$ cat src/hw/rtl/lsra_pkg.sv
`default_nettype none
package lsra_pkg;

   localparam int NUM_REGS_DEF  = 16;
   localparam int POS_WIDTH_DEF = 16;
   localparam int MAX_INTERVALS = 1024;

   localparam int ID_W   = 10;
   localparam int SLOT_W = 10;
   localparam int PHYS_W = 4;
   localparam int IN_POS_W = 16;

   localparam int SLOT_LIMIT_INT = (MAX_INTERVALS - 1 > 1023) ? 1023 : MAX_INTERVALS - 1;
   localparam logic [SLOT_W-1:0] SLOT_LIMIT = SLOT_W'(SLOT_LIMIT_INT);

   localparam int REQ_DATA_W = 48;
   localparam int RSP_DATA_W = 40;
   localparam int RSP_USER_W = 2;

endpackage
`default_nettype wire

$ cat src/hw/rtl/linear_scan_register_allocator.sv
// Linear-scan register allocator.
// Request channel (req_*): one live interval per request, sorted by start.
//   req_tuser[0] restarts the allocator (frees all registers, clears the slot
//   counter) before the interval is handled.
// Response channel (rsp_*): exactly one response per request, in order:
//   the physical register granted, or the spill slot of the new interval, or
//   the id and slot of the interval evicted to make room.
// Timing: after a request is taken, one pass over the register table frees
//   expired entries and tracks both the lowest free register and the eviction
//   candidate, one entry per cycle through the table's read port. The response
//   is written to the output register in the decide state after the pass, once
//   that register is free, and the allocator goes back to idle with it;
//   req_tready is high only while no request is in work.
// The response sits in an output register; a stalled receiver does not block
//   the next request, but its decision waits until the held response is taken.
// Reset (synchronous, active high) frees all registers, clears the slot
//   counter and drops rsp_tvalid. Table contents need no clearing.
`default_nettype none
module linear_scan_register_allocator #(
   parameter int NUM_REGS  = lsra_pkg::NUM_REGS_DEF,
   parameter int POS_WIDTH = lsra_pkg::POS_WIDTH_DEF
) (
   input  wire logic                            clock,
   input  wire logic                            reset,
   input  wire logic                            req_tvalid,
   output logic                                 req_tready,
   // interval_id[9:0], start_pos[25:10], end_pos[41:26], zero pad
   input  wire logic [lsra_pkg::REQ_DATA_W-1:0] req_tdata,
   // restart[0]
   input  wire logic                            req_tuser,
   output logic                                 rsp_tvalid,
   input  wire logic                            rsp_tready,
   // reg_num[3:0], new_slot[13:4], evicted_id[23:14], evicted_slot[33:24], zero pad
   output logic [lsra_pkg::RSP_DATA_W-1:0]      rsp_tdata,
   // new_spilled[0], evicted_valid[1]
   output logic [lsra_pkg::RSP_USER_W-1:0]      rsp_tuser
);

   localparam int IDX_W   = $clog2(NUM_REGS);
   localparam int ENTRY_W = lsra_pkg::ID_W + 2 * POS_WIDTH;
   localparam logic [IDX_W-1:0] LAST_IDX = IDX_W'(NUM_REGS - 1);

   localparam logic [1:0] S_IDLE   = 2'd0;
   localparam logic [1:0] S_SCAN   = 2'd1;
   localparam logic [1:0] S_DECIDE = 2'd2;

   logic [1:0]                    state_ff, state_in;
   logic [NUM_REGS-1:0]           busy_ff, busy_in;
   logic [lsra_pkg::SLOT_W-1:0]   slot_ff, slot_in;
   logic [lsra_pkg::ID_W-1:0]     id_ff, id_in;
   logic [POS_WIDTH-1:0]          st_ff, st_in, en_ff, en_in;
   logic                          iss_on_ff, iss_on_in;
   logic [IDX_W-1:0]              iss_idx_ff, iss_idx_in;
   logic                          chk_valid_ff, chk_valid_in;
   logic [IDX_W-1:0]              chk_idx_ff, chk_idx_in;
   logic                          free_found_ff, free_found_in;
   logic [IDX_W-1:0]              free_idx_ff, free_idx_in;
   logic                          vic_found_ff, vic_found_in;
   logic [IDX_W-1:0]              vic_idx_ff, vic_idx_in;
   logic [POS_WIDTH-1:0]          vic_end_ff, vic_end_in, vic_start_ff, vic_start_in;
   logic [lsra_pkg::ID_W-1:0]     vic_owner_ff, vic_owner_in;
   logic                          rsp_valid_ff, rsp_valid_in;
   logic [lsra_pkg::RSP_DATA_W-1:0] rsp_data_ff, rsp_data_in;
   logic [lsra_pkg::RSP_USER_W-1:0] rsp_user_ff, rsp_user_in;

   logic                          ram_we;
   logic [IDX_W-1:0]              ram_waddr;
   logic [ENTRY_W-1:0]            ram_wdata, ram_rdata;

   logic [POS_WIDTH+lsra_pkg::IN_POS_W-1:0] st_ext, en_ext;
   logic [IDX_W+lsra_pkg::PHYS_W-1:0]       phys_ext;
   logic [lsra_pkg::ID_W-1:0]     rd_owner;
   logic [POS_WIDTH-1:0]          rd_start, rd_end;
   logic                          still_busy;
   logic [IDX_W-1:0]              sel_idx;
   logic [lsra_pkg::SLOT_W-1:0]   slot_next;

   assign st_ext = {{POS_WIDTH{1'b0}}, req_tdata[25:10]};
   assign en_ext = {{POS_WIDTH{1'b0}}, req_tdata[41:26]};

   assign rd_owner = ram_rdata[ENTRY_W-1:2*POS_WIDTH];
   assign rd_start = ram_rdata[2*POS_WIDTH-1:POS_WIDTH];
   assign rd_end   = ram_rdata[POS_WIDTH-1:0];

   assign still_busy = busy_ff[chk_idx_ff] && !(rd_end < st_ff);
   assign sel_idx    = free_found_ff ? free_idx_ff : vic_idx_ff;
   assign phys_ext   = {{lsra_pkg::PHYS_W{1'b0}}, sel_idx};
   assign slot_next  = (slot_ff < lsra_pkg::SLOT_LIMIT) ? slot_ff + 1'b1 : slot_ff;

   assign req_tready = (state_ff == S_IDLE);
   assign rsp_tvalid = rsp_valid_ff;
   assign rsp_tdata  = rsp_data_ff;
   assign rsp_tuser  = rsp_user_ff;

   lsra_ram #(
      .WIDTH (ENTRY_W),
      .DEPTH (NUM_REGS)
   ) u_table (
      .clock   (clock),
      .wr_en   (ram_we),
      .wr_addr (ram_waddr),
      .wr_data (ram_wdata),
      .rd_addr (iss_idx_ff),
      .rd_data (ram_rdata)
   );

   always_comb begin
      state_in      = state_ff;
      busy_in       = busy_ff;
      slot_in       = slot_ff;
      id_in         = id_ff;
      st_in         = st_ff;
      en_in         = en_ff;
      iss_on_in     = iss_on_ff;
      iss_idx_in    = iss_idx_ff;
      chk_valid_in  = 1'b0;
      chk_idx_in    = chk_idx_ff;
      free_found_in = free_found_ff;
      free_idx_in   = free_idx_ff;
      vic_found_in  = vic_found_ff;
      vic_idx_in    = vic_idx_ff;
      vic_end_in    = vic_end_ff;
      vic_start_in  = vic_start_ff;
      vic_owner_in  = vic_owner_ff;
      rsp_valid_in  = rsp_valid_ff && !rsp_tready;
      rsp_data_in   = rsp_data_ff;
      rsp_user_in   = rsp_user_ff;
      ram_we        = 1'b0;
      ram_waddr     = sel_idx;
      ram_wdata     = {id_ff, st_ff, en_ff};

      case (state_ff)
         S_IDLE: begin
            if (req_tvalid) begin
               id_in         = req_tdata[9:0];
               st_in         = st_ext[POS_WIDTH-1:0];
               en_in         = en_ext[POS_WIDTH-1:0];
               if (req_tuser) begin
                  busy_in = '0;
                  slot_in = '0;
               end
               iss_on_in     = 1'b1;
               iss_idx_in    = '0;
               free_found_in = 1'b0;
               vic_found_in  = 1'b0;
               state_in      = S_SCAN;
            end
         end
         S_SCAN: begin
            if (iss_on_ff) begin
               chk_valid_in = 1'b1;
               chk_idx_in   = iss_idx_ff;
               if (iss_idx_ff == LAST_IDX) begin
                  iss_on_in = 1'b0;
               end else begin
                  iss_idx_in = iss_idx_ff + 1'b1;
               end
            end
            if (chk_valid_ff) begin
               if (!still_busy) begin
                  busy_in[chk_idx_ff] = 1'b0;
                  if (!free_found_ff) begin
                     free_found_in = 1'b1;
                     free_idx_in   = chk_idx_ff;
                  end
               end else if (!vic_found_ff || rd_end > vic_end_ff ||
                            (rd_end == vic_end_ff && rd_start >= vic_start_ff)) begin
                  vic_found_in = 1'b1;
                  vic_idx_in   = chk_idx_ff;
                  vic_end_in   = rd_end;
                  vic_start_in = rd_start;
                  vic_owner_in = rd_owner;
               end
               if (chk_idx_ff == LAST_IDX) begin
                  state_in = S_DECIDE;
               end
            end
         end
         S_DECIDE: begin
            if (!rsp_valid_ff || rsp_tready) begin
               rsp_valid_in = 1'b1;
               state_in     = S_IDLE;
               if (free_found_ff) begin
                  ram_we           = 1'b1;
                  busy_in[sel_idx] = 1'b1;
                  rsp_user_in      = 2'b00;
                  rsp_data_in      = {6'd0, 10'd0, 10'd0, 10'd0, phys_ext[3:0]};
               end else if (vic_end_ff > en_ff) begin
                  ram_we      = 1'b1;
                  slot_in     = slot_next;
                  rsp_user_in = 2'b10;
                  rsp_data_in = {6'd0, slot_ff, vic_owner_ff, 10'd0, phys_ext[3:0]};
               end else begin
                  slot_in     = slot_next;
                  rsp_user_in = 2'b01;
                  rsp_data_in = {6'd0, 10'd0, 10'd0, slot_ff, phys_ext[3:0]};
               end
            end
         end
         default: begin
            state_in = S_IDLE;
         end
      endcase
   end

   always_ff @(posedge clock) begin
      if (reset) begin
         state_ff      <= S_IDLE;
         busy_ff       <= '0;
         slot_ff       <= '0;
         iss_on_ff     <= 1'b0;
         chk_valid_ff  <= 1'b0;
         free_found_ff <= 1'b0;
         vic_found_ff  <= 1'b0;
         rsp_valid_ff  <= 1'b0;
      end else begin
         state_ff      <= state_in;
         busy_ff       <= busy_in;
         slot_ff       <= slot_in;
         iss_on_ff     <= iss_on_in;
         chk_valid_ff  <= chk_valid_in;
         free_found_ff <= free_found_in;
         vic_found_ff  <= vic_found_in;
         rsp_valid_ff  <= rsp_valid_in;
      end
   end

   always_ff @(posedge clock) begin
      id_ff        <= id_in;
      st_ff        <= st_in;
      en_ff        <= en_in;
      iss_idx_ff   <= iss_idx_in;
      chk_idx_ff   <= chk_idx_in;
      free_idx_ff  <= free_idx_in;
      vic_idx_ff   <= vic_idx_in;
      vic_end_ff   <= vic_end_in;
      vic_start_ff <= vic_start_in;
      vic_owner_ff <= vic_owner_in;
      rsp_data_ff  <= rsp_data_in;
      rsp_user_ff  <= rsp_user_in;
   end

   a_slot_bound: assert property (@(posedge clock) disable iff (reset)
      slot_ff <= lsra_pkg::SLOT_LIMIT)
      else $error("slot counter beyond limit");

   a_one_outcome: assert property (@(posedge clock) disable iff (reset)
      rsp_valid_ff |-> !(rsp_user_ff[0] && rsp_user_ff[1]))
      else $error("new interval spilled and victim evicted together");

   a_free_is_free: assert property (@(posedge clock) disable iff (reset)
      (state_ff == S_DECIDE && free_found_ff) |-> !busy_ff[free_idx_ff])
      else $error("granted register still busy");

   a_decide_has_pick: assert property (@(posedge clock) disable iff (reset)
      (state_ff == S_DECIDE) |-> (free_found_ff || vic_found_ff))
      else $error("no register and no victim after scan");

   a_scan_only: assert property (@(posedge clock) disable iff (reset)
      chk_valid_ff |-> (state_ff == S_SCAN))
      else $error("table read outside scan");

endmodule
`default_nettype wire

$ cat src/hw/rtl/lsra_ram.sv
`default_nettype none
module lsra_ram #(
   parameter int WIDTH = 8,
   parameter int DEPTH = 16
) (
   input  wire logic                     clock,
   input  wire logic                     wr_en,
   input  wire logic [$clog2(DEPTH)-1:0] wr_addr,
   input  wire logic [WIDTH-1:0]         wr_data,
   input  wire logic [$clog2(DEPTH)-1:0] rd_addr,
   output logic      [WIDTH-1:0]         rd_data
);

   logic [WIDTH-1:0] mem [DEPTH];

   always_ff @(posedge clock) begin
      if (wr_en) begin
         mem[wr_addr] <= wr_data;
      end
      rd_data <= mem[rd_addr];
   end

endmodule
`default_nettype wire
$ cat config.mk
export PLATFORM = sky130hd
export DESIGN_NAME = linear_scan_register_allocator
export DESIGN_NICKNAME = d
export VERILOG_FILES = /design/src/hw/rtl/lsra_pkg.sv /design/src/hw/rtl/linear_scan_register_allocator.sv /design/src/hw/rtl/lsra_ram.sv
export SDC_FILE = /design/constraint.sdc
export NUM_CORES = 1
export LEC_CHECK = 0
export BUFFER_PORTS_ARGS = -buffer_cell sky130_fd_sc_hd__buf_2
export CAP_MARGIN = 10
export CORE_ASPECT_RATIO = 0.8
export CORE_MARGIN = 1
export CORE_UTILIZATION = 30
export DETAILED_ROUTE_END_ITERATION = 10
export MAX_ROUTING_LAYER = met4
export SYNTH_ARGS = -nofsm -noshare
export SYNTH_HDL_FRONTEND = slang
export SYNTH_SLANG_ARGS = --single-unit
export TNS_END_PERCENT = 5
$ cat constraint.sdc
create_clock -name clock -period 13.04 [get_ports clock]
set_input_delay 0 -clock clock [delete_from_list [all_inputs] [get_ports clock]]
set_output_delay 0 -clock clock [all_outputs]
set_load 0.05 [all_outputs]
==> reports/qor.yml, run 1 <==
setup_viol: 0
chipHeight_um: 304
timing.fmax_ghz: 0.240
max_stage_delay_ns: 0.75
ir_drop_uv: 144
ys_top_cells_by_area: "edfxtp_1 71%, mux4_2 14%, dfxtp_1 4.4%"
hold_end: "st_ff[6]$_DFFE_PP_"
ios: 97
hpwl_um: 39900
cp_data_arrival_time_ns: 4.42
grt_max_degree: 71
dr_total_vias: 16749
r2r-end: "vic_end_ff[6]$_DFFE_PP_"
syn_inst: 1692
path_delay_family: "compound AO/OA/AOI/OAI gates"
grt_pass1_wl_um: 114000
yosysSeqAreaShare_pct: 75.3
critical-path-slowest-cell: "a211oi_4"
rsz0062_at_grt: "false"
cp_max_fo: 32
max-cap-violations: 0
wire_per_inst_um: 22.0
dieWidth_um: 380
tightest_slew_ns: 1.12
num_rows: 110
wl_um: 76500
syn_to_final_growth_pct: 17.3
critPathBufInv: 2
drv_slew: 0
clk_path_buf_depth: 3
drive_above_1_share_pct: 25.8
power_mw: 7.98
synth-edff-count: 808
crit_type: "reg2reg"
drtIter0Drc: 1611
outcome: "finished clean"
max_slew_margin_pct: 25.4
setup_tns_ns: 0
pre_cts_slack_ns: 8.84
synth.top_cells.by_count: "808 x edfxtp_1, 213 x mux4_2, 82 x inv_1, 75 x dfxtp_1, 69 x ha_1"
skew_ns: 0.0243
grt_pass1_vias: 17723
dieArea_sq_um: 115000
synth_seq_cells: 883
p_leak_nw: 13.2
path_cells: "inv_1 > ha_1 > nand4_1 > a211o_1 > o32a_1 > a31o_4 > a211oi_4 > buf_4"
place_congestion: 0.857
yosysTopAreaCell: "edfxtp_1"
htree_levels: 3
diodes: 0
vias_per_cell: 4.83
min_from: "req_tdata[16]"
cp-start-kind: "flip-flop"
cts.sinks: 883
hold_class: "in2reg"
cts_resized: 0
grt_overflow: 0
final_nets: 2006
cts.clk_slew.worst_paths_ns: 0.06
fin_crit_ns: 4.16
start_util_pct: 30.3
cts_tree: "done"
min_period_over_period_pct: 31.9
yosysWarnings: 0
async_reset_ff_share_pct: 0
setup_slack_ns: 8.88
yosysMostFrequentCell: "edfxtp_1"
r2r-start: "st_ff[13]$_DFFE_PP_"
core_area_sq_um: 113000
syn_area_sq_um: 34200
drtPass1Iterations: 5
syn_area_per_cell_sq_um: 20.2
post_cts_buffers: 0
netlist.area_leader.share_pct: 70.9
worstHoldPathCells: 2
hold_viol: 0
p_per_area_nw_per_um2: 199
root_buffer: "clkbuf_16"
synth.distinct_cells: 63
end_kind: "flip-flop"
reg2regPathDepth: 8
final_core_util_pct: 35.6
worst-r2r-setup-slack_ns: 8.88
drtAntennaViolNets: 0
port_buffers: 84
drc: 0
clock_latency_ns: 0.64
antenna_found_initial: 0
grt.total_usage_pct: 13.5
synth_flop_cell: "edfxtp_1"
crit_required_ns: 13.30
numCtsBuffers: 91
cell families (layout without fill, tap and decap cells):
kind of cell               Yosys count  after routing  synth area share, %
xor gates and xnor gates            10             10                0.256
DFF                                883            883                 75.3
and+or+nand+nor                    224            224                 3.21
other                                1              6               0.0110
adders and majority gates           69             69                 2.52
muxes                              217            217                 14.2
buffers and inverters              155            416                 1.85
AOI/OAI and AO/OA                  133            133                 2.65
how the worst max path moves through the flow:
stage / startpoint / to / cells past startpoint
final: st_ff[13]$_DFFE_PP_ / vic_end_ff[6]$_DFFE_PP_ / 8
after global routing: st_ff[13]$_DFFE_PP_ / vic_end_ff[6]$_DFFE_PP_ / 8
after CTS: st_ff[13]$_DFFE_PP_ / vic_end_ff[7]$_DFFE_PP_ / 8
after detailed placement: st_ff[13]$_DFFE_PP_ / vic_end_ff[5]$_DFFE_PP_ / 8
after global placement: iss_idx_ff[0]$_SDFFCE_PN0P_ / u_table.rd_data[35]$_DFF_P_ / 5
after floorplan: st_ff[11]$_DFFE_PP_ / vic_end_ff[0]$_DFFE_PP_ / 7
state kept, by name (all words and copies together), names as in the netlist, 2 cells and up:
register,count
u_table.mem,672
u_table.rd_data,42
rsp_tdata,34
busy_ff,16
en_ff,16
st_ff,16
vic_end_ff,16
vic_start_ff,16
id_ff,10
slot_ff,10
vic_owner_ff,10
chk_idx_ff,4
free_idx_ff,4
iss_idx_ff,4
vic_idx_ff,4
rsp_tuser,2
state_ff,2
final cells by class:
type	instances	area [sq um]
repair buffers	166	1150
fillers	10415	72700
well taps	1512	1890
clock inverters	51	549
inverters	83	312
flip-flops and latches	883	25800
clock buffers	116	2500
multi-input cells	659	7980
report_power, final:
part	switching (mW)	internal, mW
clock	1.07	1.56
combinational	0.915	0.818
sequential	0.218	3.41
per-stage QoR:
stage | hold slack (ns) | area (sq um) | std cells
3_3_place_gp | 0.181 | 36600 | 3255
6_report | 0.0886 | 40100 | 3470
2_1_floorplan | 0.0989 | 34200 | 1697
5_1_grt | 0.0555 | 40100 | 3470
4_1_cts | 0.0478 | 40100 | 3469
3_5_place_dp | 0.179 | 36600 | 3255
layout by cell type (no fill, tap or decap), types with 35 or more instances in the layout:
cell type      Yosys  final
a21oi_1           36     36
buf_2             12     84
buf_4              6     35
clkbuf_16          0     95
dfxtp_1           75     75
dlygate4sd3_1      0     47
edfxtp_1         808    808
ha_1              69     69
inv_1             82     82
mux4_2           213    213
nand2_1           53     53
nor2_1            60     44
per-layer routing:
| metal | GRT usage (%) | part of all wire, % | wire, um |
|---|---|---|---|
| met1 | 17.6 | 44 | 33700 |
| met2 | 22.3 | 50 | 38000 |
| met3 | 2.15 | 4.6 | 3480 |
| met4 | 2.96 | 1.8 | 1370 |
| met5 | - | 0 | 0 |
what timing repair did:
item | 4_1_cts | 5_1_grt
endpoints found under the setup margin | 0 | 0
endpoints found under the hold margin | 63 | 0
hold buffers | 47 | 0
No activity file was read; power rests on OpenSTA's default activity.
==> run 2: changes to the inputs <==
clock period = 4.05 ns   (was 13.04 ns; I/O delays follow)
==> reports/qor.yml, run 2 (synthesized netlist as in run 1, its figures left out) <==
final_common_cell: "edfxtp_1"
outcome: "finished clean"
dieWidth_um: 380  # unchanged
top_usage_layer: "met2"
tightest_slew_ns: 1.15  # +0.0261 ns
drc: 0  # unchanged
timing.fmax_ghz: 0.264  # +10%
worstHoldPathCells: 2  # unchanged
start_util_pct: 30.3  # unchanged
grt_pass1_vias: 17523  # -1.1%
vias_per_cell: 4.80  # -0.50%
place_congestion: 0.868  # +1.2%
wl_um: 77700  # +1.6%
cp_data_arrival_time_ns: 4.10  # -0.32 ns
reg2regPathDepth: 10  # +2
root_buffer: "clkbuf_16"
numCtsBuffers: 90  # -1.1%
drive_above_1_share_pct: 27.0  # +1.1 points
hold_viol: 0  # unchanged
cts.sinks: 883  # unchanged
clk_path_buf_depth: 3  # unchanged
cts_resized: 0  # unchanged
max_stage_delay_ns: 0.65  # -0.10 ns
grt_max_degree: 110  # +55%
critPathBufInv: 2  # unchanged
mostFrequentLayoutCells: "808 x edfxtp_1, 213 x mux4_2, 94 x clkbuf_16"
max_slew_margin_pct: 23.6  # -1.7 points
antenna_found_initial: 5  # +5
ir_drop_uv: 537  # +270%
htree_levels: 3  # unchanged
largest_reg_flops: 672  # unchanged
hold_class: "in2reg"
grt.total_usage_pct: 13.8  # +0.25 points
port_buffers: 84  # unchanged
core_area_sq_um: 113000  # unchanged
post_cts_buffers: 0  # unchanged
grt_pass1_wl_um: 115000  # +0.67%
setup_slack_ns: 0.269  # -8.61 ns
chipHeight_um: 304  # unchanged
crit_required_ns: 4.37  # -8.93 ns
grtUsageMet3_pct: 2.92  # +0.77 points
final_nets: 2045  # +1.9%
cts.clk_slew.worst_paths_ns: 0.06  # about the same
clock_latency_ns: 0.65  # about the same
cp_max_fo: 23  # -28%
dieArea_sq_um: 115000  # unchanged
met1_usage_pct: 18.4  # +0.78 points
critical-path-slowest-cell: "edfxtp_1"
drv_slew: 0  # unchanged
syn_to_final_growth_pct: 19.3
pre_cts_slack_ns: 0.344  # -8.50 ns
end_kind: "flip-flop"
cts_tree: "done"
dr_total_vias: 16886  # +0.82%
cp-start-kind: "flip-flop"
path_delay_family: "simple AND/OR/NAND/NOR gates"
setup_viol: 0  # unchanged
crit_type: "reg2reg"
drtIter0Drc: 1610  # -0.062%
use_met2_pct: 21.3  # -0.98 points
largest-register: "u_table.mem"
power_mw: 26.2  # +230%
rsz0062_at_grt: "false"
drtPass1Iterations: 5  # unchanged
ios: 97  # unchanged
dp.cells: 3295  # +1.2%
hpwl_um: 46400  # +16%
grt_overflow: 0  # unchanged
p_leak_nw: 13.5  # +2.2%
path_cells: "inv_1 > ha_1 > nor2b_1 > o21a_1 > o21ai_0 > a211oi_1 > o31ai_2 > or3_1 > nor2_4 > buf_12"
worst-path-stages: 10  # +2
num_rows: 110  # unchanged
skew_ns: 0.0290  # +0.00478 ns
wire_per_inst_um: 22.1  # +0.27%
max-cap-violations: 0  # unchanged
postCtsHoldBufs: 48  # +2.1%
layoutNonFillerInstCount: 3516  # +1.3%
fin_crit_ns: 3.78  # -0.377 ns
p_per_area_nw_per_um2: 642  # +220%
setup_tns_ns: 0  # unchanged
min_period_over_period_pct: 93.4  # +61 points
drtAntennaViolNets: 0  # unchanged
-- run 2: changes by cell type in the layout (fill, tap and decap cells not counted), moves of 3 or more --
cell       change
buf_12        +25
clkinv_2       -4
clkinv_1       +5
buf_4         +14
clkbuf_1       +4
bufinv_16      +3
diode_2        +3
-- run 2: cell type report --
type | instances | area, sq um
fill | 10331 | 72000
clock inverter | 53 | 633
tap | 1512 | 1890
clock buffer | 117 | 2460
sequential | 883 | 25800
multi-input combinational | 659 | 7980
inverter | 83 | 312
antenna | 3 | 7.51
timing repair buffer | 206 | 1770
-- run 2: final timing paths --
check / from / endpoint / slack, ns
max: en_ff[1]$_DFFE_PP_ / u_table.mem[0][40]$_DFFE_PP_ / 0.27
min: req_tdata[27] / en_ff[1]$_DFFE_PP_ / 0.06
max reg2reg: en_ff[1]$_DFFE_PP_ / u_table.mem[0][40]$_DFFE_PP_ / 0.27
min reg2reg: u_table.rd_data[37]$_DFF_P_ / vic_owner_ff[5]$_DFFE_PP_ / 0.40
-- run 2: per-stage QoR --
stage	util [%]	cell area [sq um]	hold WS, ns
2_1_floorplan	-	34200	0.0989
3_3_place_gp	33.0	37200	0.177
3_5_place_dp	33.0	37200	0.178
4_1_cts	36.2	40800	0.0113
5_1_grt	36.2	40800	0.0338
6_report	36.2	40800	0.0569
-- run 2: per-layer routing --
| layer | share of wire [%] | wire [um] | vias to the layer above |
|---|---|---|---|
| met1 | 44 | 34300 | 8900 |
| li1 | - | - | 7328 |
| met5 | 0 | 0 | - |
| met3 | 6.4 | 4940 | 139 |
| met2 | 47 | 36700 | 519 |
| met4 | 2.3 | 1750 | 0 |
-- run 2: power breakdown --
part	total, mW	switching, mW	internal [mW]
clock network	8.60	3.46	5.14
registers	11.7	0.747	11.0
logic	5.90	3.10	2.79
==> run 3: changes to the inputs <==
BUFFER_PORTS_ARGS = unset   (was -buffer_cell sky130_fd_sc_hd__buf_2)
CELL_PAD_IN_SITES_DETAIL_PLACEMENT = 0   (was unset)
CELL_PAD_IN_SITES_GLOBAL_PLACEMENT = 1   (was unset)
DONT_BUFFER_PORTS = 1   (was unset)
PLACE_DENSITY_LB_ADDON = 0.1   (was unset)
==> reports/qor.yml, run 3 (synthesized netlist as in run 1, its figures left out) <==
clk_path_buf_depth: 3  # unchanged
cp_max_fo: 17  # -26%
p_leak_nw: 13.4  # -0.17%
cts.sinks: 883  # unchanged
chipHeight_um: 304  # unchanged
post_cts_buffers: 0  # unchanged
hpwl_um: 54500  # +17%
clock_latency_ns: 0.68  # +0.03 ns
grt_pass1_wl_um: 129000  # +13%
max_slew_margin_pct: 19.3  # -4.3 points
power.share.switching_pct: 29.0  # +1.1 points
largest-register: "u_table.mem"
setup_viol: 0  # unchanged
max-cap-violations: 0  # unchanged
start_util_pct: 30.3  # unchanged
final_common_cell: "edfxtp_1"
ios: 97  # unchanged
outcome: "finished clean"
wire_per_inst_um: 25.6  # +16%
cts.clk_slew.worst_paths_ns: 0.06  # about the same
end_kind: "flip-flop"
cp-start-kind: "flip-flop"
cts_tree: "done"
postCtsHoldBufs: 91  # +90%
port_buffers: 0  # -100%
power_mw: 26.7  # +1.9%
ir_drop_uv: 395  # -26%
numCtsBuffers: 95  # +5.6%
root_buffer: "clkbuf_16"
switching_power_mw: 7.75  # +6.0%
place_congestion: 0.747  # -14%
drv_slew: 0  # unchanged
final_core_util_pct: 36.4  # +0.24 points
vias_per_cell: 4.76  # -0.98%
tightest_slew_ns: 1.21  # +0.0644 ns
crit_required_ns: 4.40  # +0.03 ns
dieArea_sq_um: 115000  # unchanged
skew_ns: 0.0289  # -0.000106 ns
hold_viol: 0  # unchanged
dr_total_vias: 16654  # -1.4%
core_area_sq_um: 113000  # unchanged
hold_class: "in2reg"
drtPass1Iterations: 4  # -1
drc: 0  # unchanged
cp_data_arrival_time_ns: 3.95  # -0.15 ns
diodes: 0  # -3
antenna_found_initial: 6  # +1
drtAntennaViolNets: 0  # unchanged
intPower_mw: 19.0  # +0.27%
timing.fmax_ghz: 0.278  # +5.0%
wl_um: 89700  # +16%
seqPwrFrac_pct: 45.0  # +0.3 points
drtIter0Drc: 1013  # -37%
dieWidth_um: 380  # unchanged
drive_above_1_share_pct: 24.2  # -2.8 points
grt_pass1_vias: 17655  # +0.75%
grt_max_degree: 75  # -32%
num_rows: 110  # unchanged
min_period_over_period_pct: 88.9  # -4.5 points
cts_resized: 0  # unchanged
p_per_area_nw_per_um2: 650  # +1.2%
syn_to_final_growth_pct: 20.1
htree_levels: 3  # unchanged
combPwrFrac_pct: 22.5  # about the same
crit_type: "reg2reg"
largest_reg_flops: 672  # unchanged
fin_crit_ns: 3.60  # -0.181 ns
mostFrequentLayoutCells: "808 x edfxtp_1, 213 x mux4_2, 98 x clkbuf_16"
grt.total_usage_pct: 16.2  # +2.4 points
p_clk_share_pct: 32.5  # -0.3 points
final_nets: 2032  # -0.64%
rsz0062_at_grt: "false"
grt_overflow: 0  # unchanged
==> run 3: cell types whose count changed in the layout (fill, tap and decap cells not counted), moves of 4 or more <==
cell,change
buf_2,-84
clkbuf_1,+8
clkbuf_16,+4
buf_12,+6
dlygate4sd3_1,+43
clkbuf_8,+4
buf_4,+17
bufinv_16,-4
==> run 3: path summary, 6_finish.rpt <==
kind                                                     end  slack (ns)                   startpoint  cells past startpoint
worst max register to register  u_table.mem[4][41]$_DFFE_PP_        0.45           en_ff[3]$_DFFE_PP_                      9
worst min-delay path                   rsp_tvalid$_SDFF_PP0_        0.12                   rsp_tready                      4
worst min register to register     vic_owner_ff[6]$_DFFE_PP_        0.39  u_table.rd_data[38]$_DFF_P_                      0
worst max-delay path            u_table.mem[4][41]$_DFFE_PP_        0.45           en_ff[3]$_DFFE_PP_                      9
==> run 3: through the flow <==
stage	cells	TNS [ns]	hold slack, ns	setup WS (ns)	area (sq um)
floorplan	1697	-131.57	0.0989	-0.216	34200
global placement	3234	0	0.0744	0.471	37100
detailed placement	3234	0	0.0748	0.386	37100
CTS	3502	0	0.0612	0.393	41100
global route	3502	0	0.137	0.245	41100
finish	3502	0	0.117	0.450	41100
==> run 3: power groups by stage <==
stage / registers [mW] / logic, mW / clock network, mW
2_1_floorplan: 11.8 / 4.06 / 0
4_1_cts: 12.0 / 6.20 / 8.99
5_1_grt: 12.1 / 6.56 / 9.31
3_3_place_gp: 12.2 / 6.10 / 0
6_report: 12.0 / 6.00 / 8.68
3_5_place_dp: 12.2 / 6.09 / 0
==> run 3: worst max-delay path: stages (launching register included) <==
cell	delay, ns
edfxtp_1	0.66
inv_1	0.13
ha_1	0.33
o21ai_0	0.13
a211oi_1	0.45
o31ai_2	0.18
buf_4	0.23
or3_1	0.56
nor2_4	0.26
buf_4	0.32
==> run 3: layout make-up <==
class	instances	area, sq um
Clock buffer	133	2640
Clock inverter	44	463
Fill cell	10485	71800
Inverter	83	312
Multi-Input combinational cell	659	7980
Sequential cell	883	25800
Tap cell	1512	1890
Timing Repair Buffer	188	2030
==> run 3: per-layer routing <==
metal | part of all wire, % | vias to the layer above | track usage [%]
met2 | 46 | 312 | 24.2
met3 | 4.2 | 129 | 3.07
met4 | 2.1 | 0 | 4.23
li1 | - | 7300 | -
met1 | 48 | 8913 | 22.7
met5 | 0 | - | -
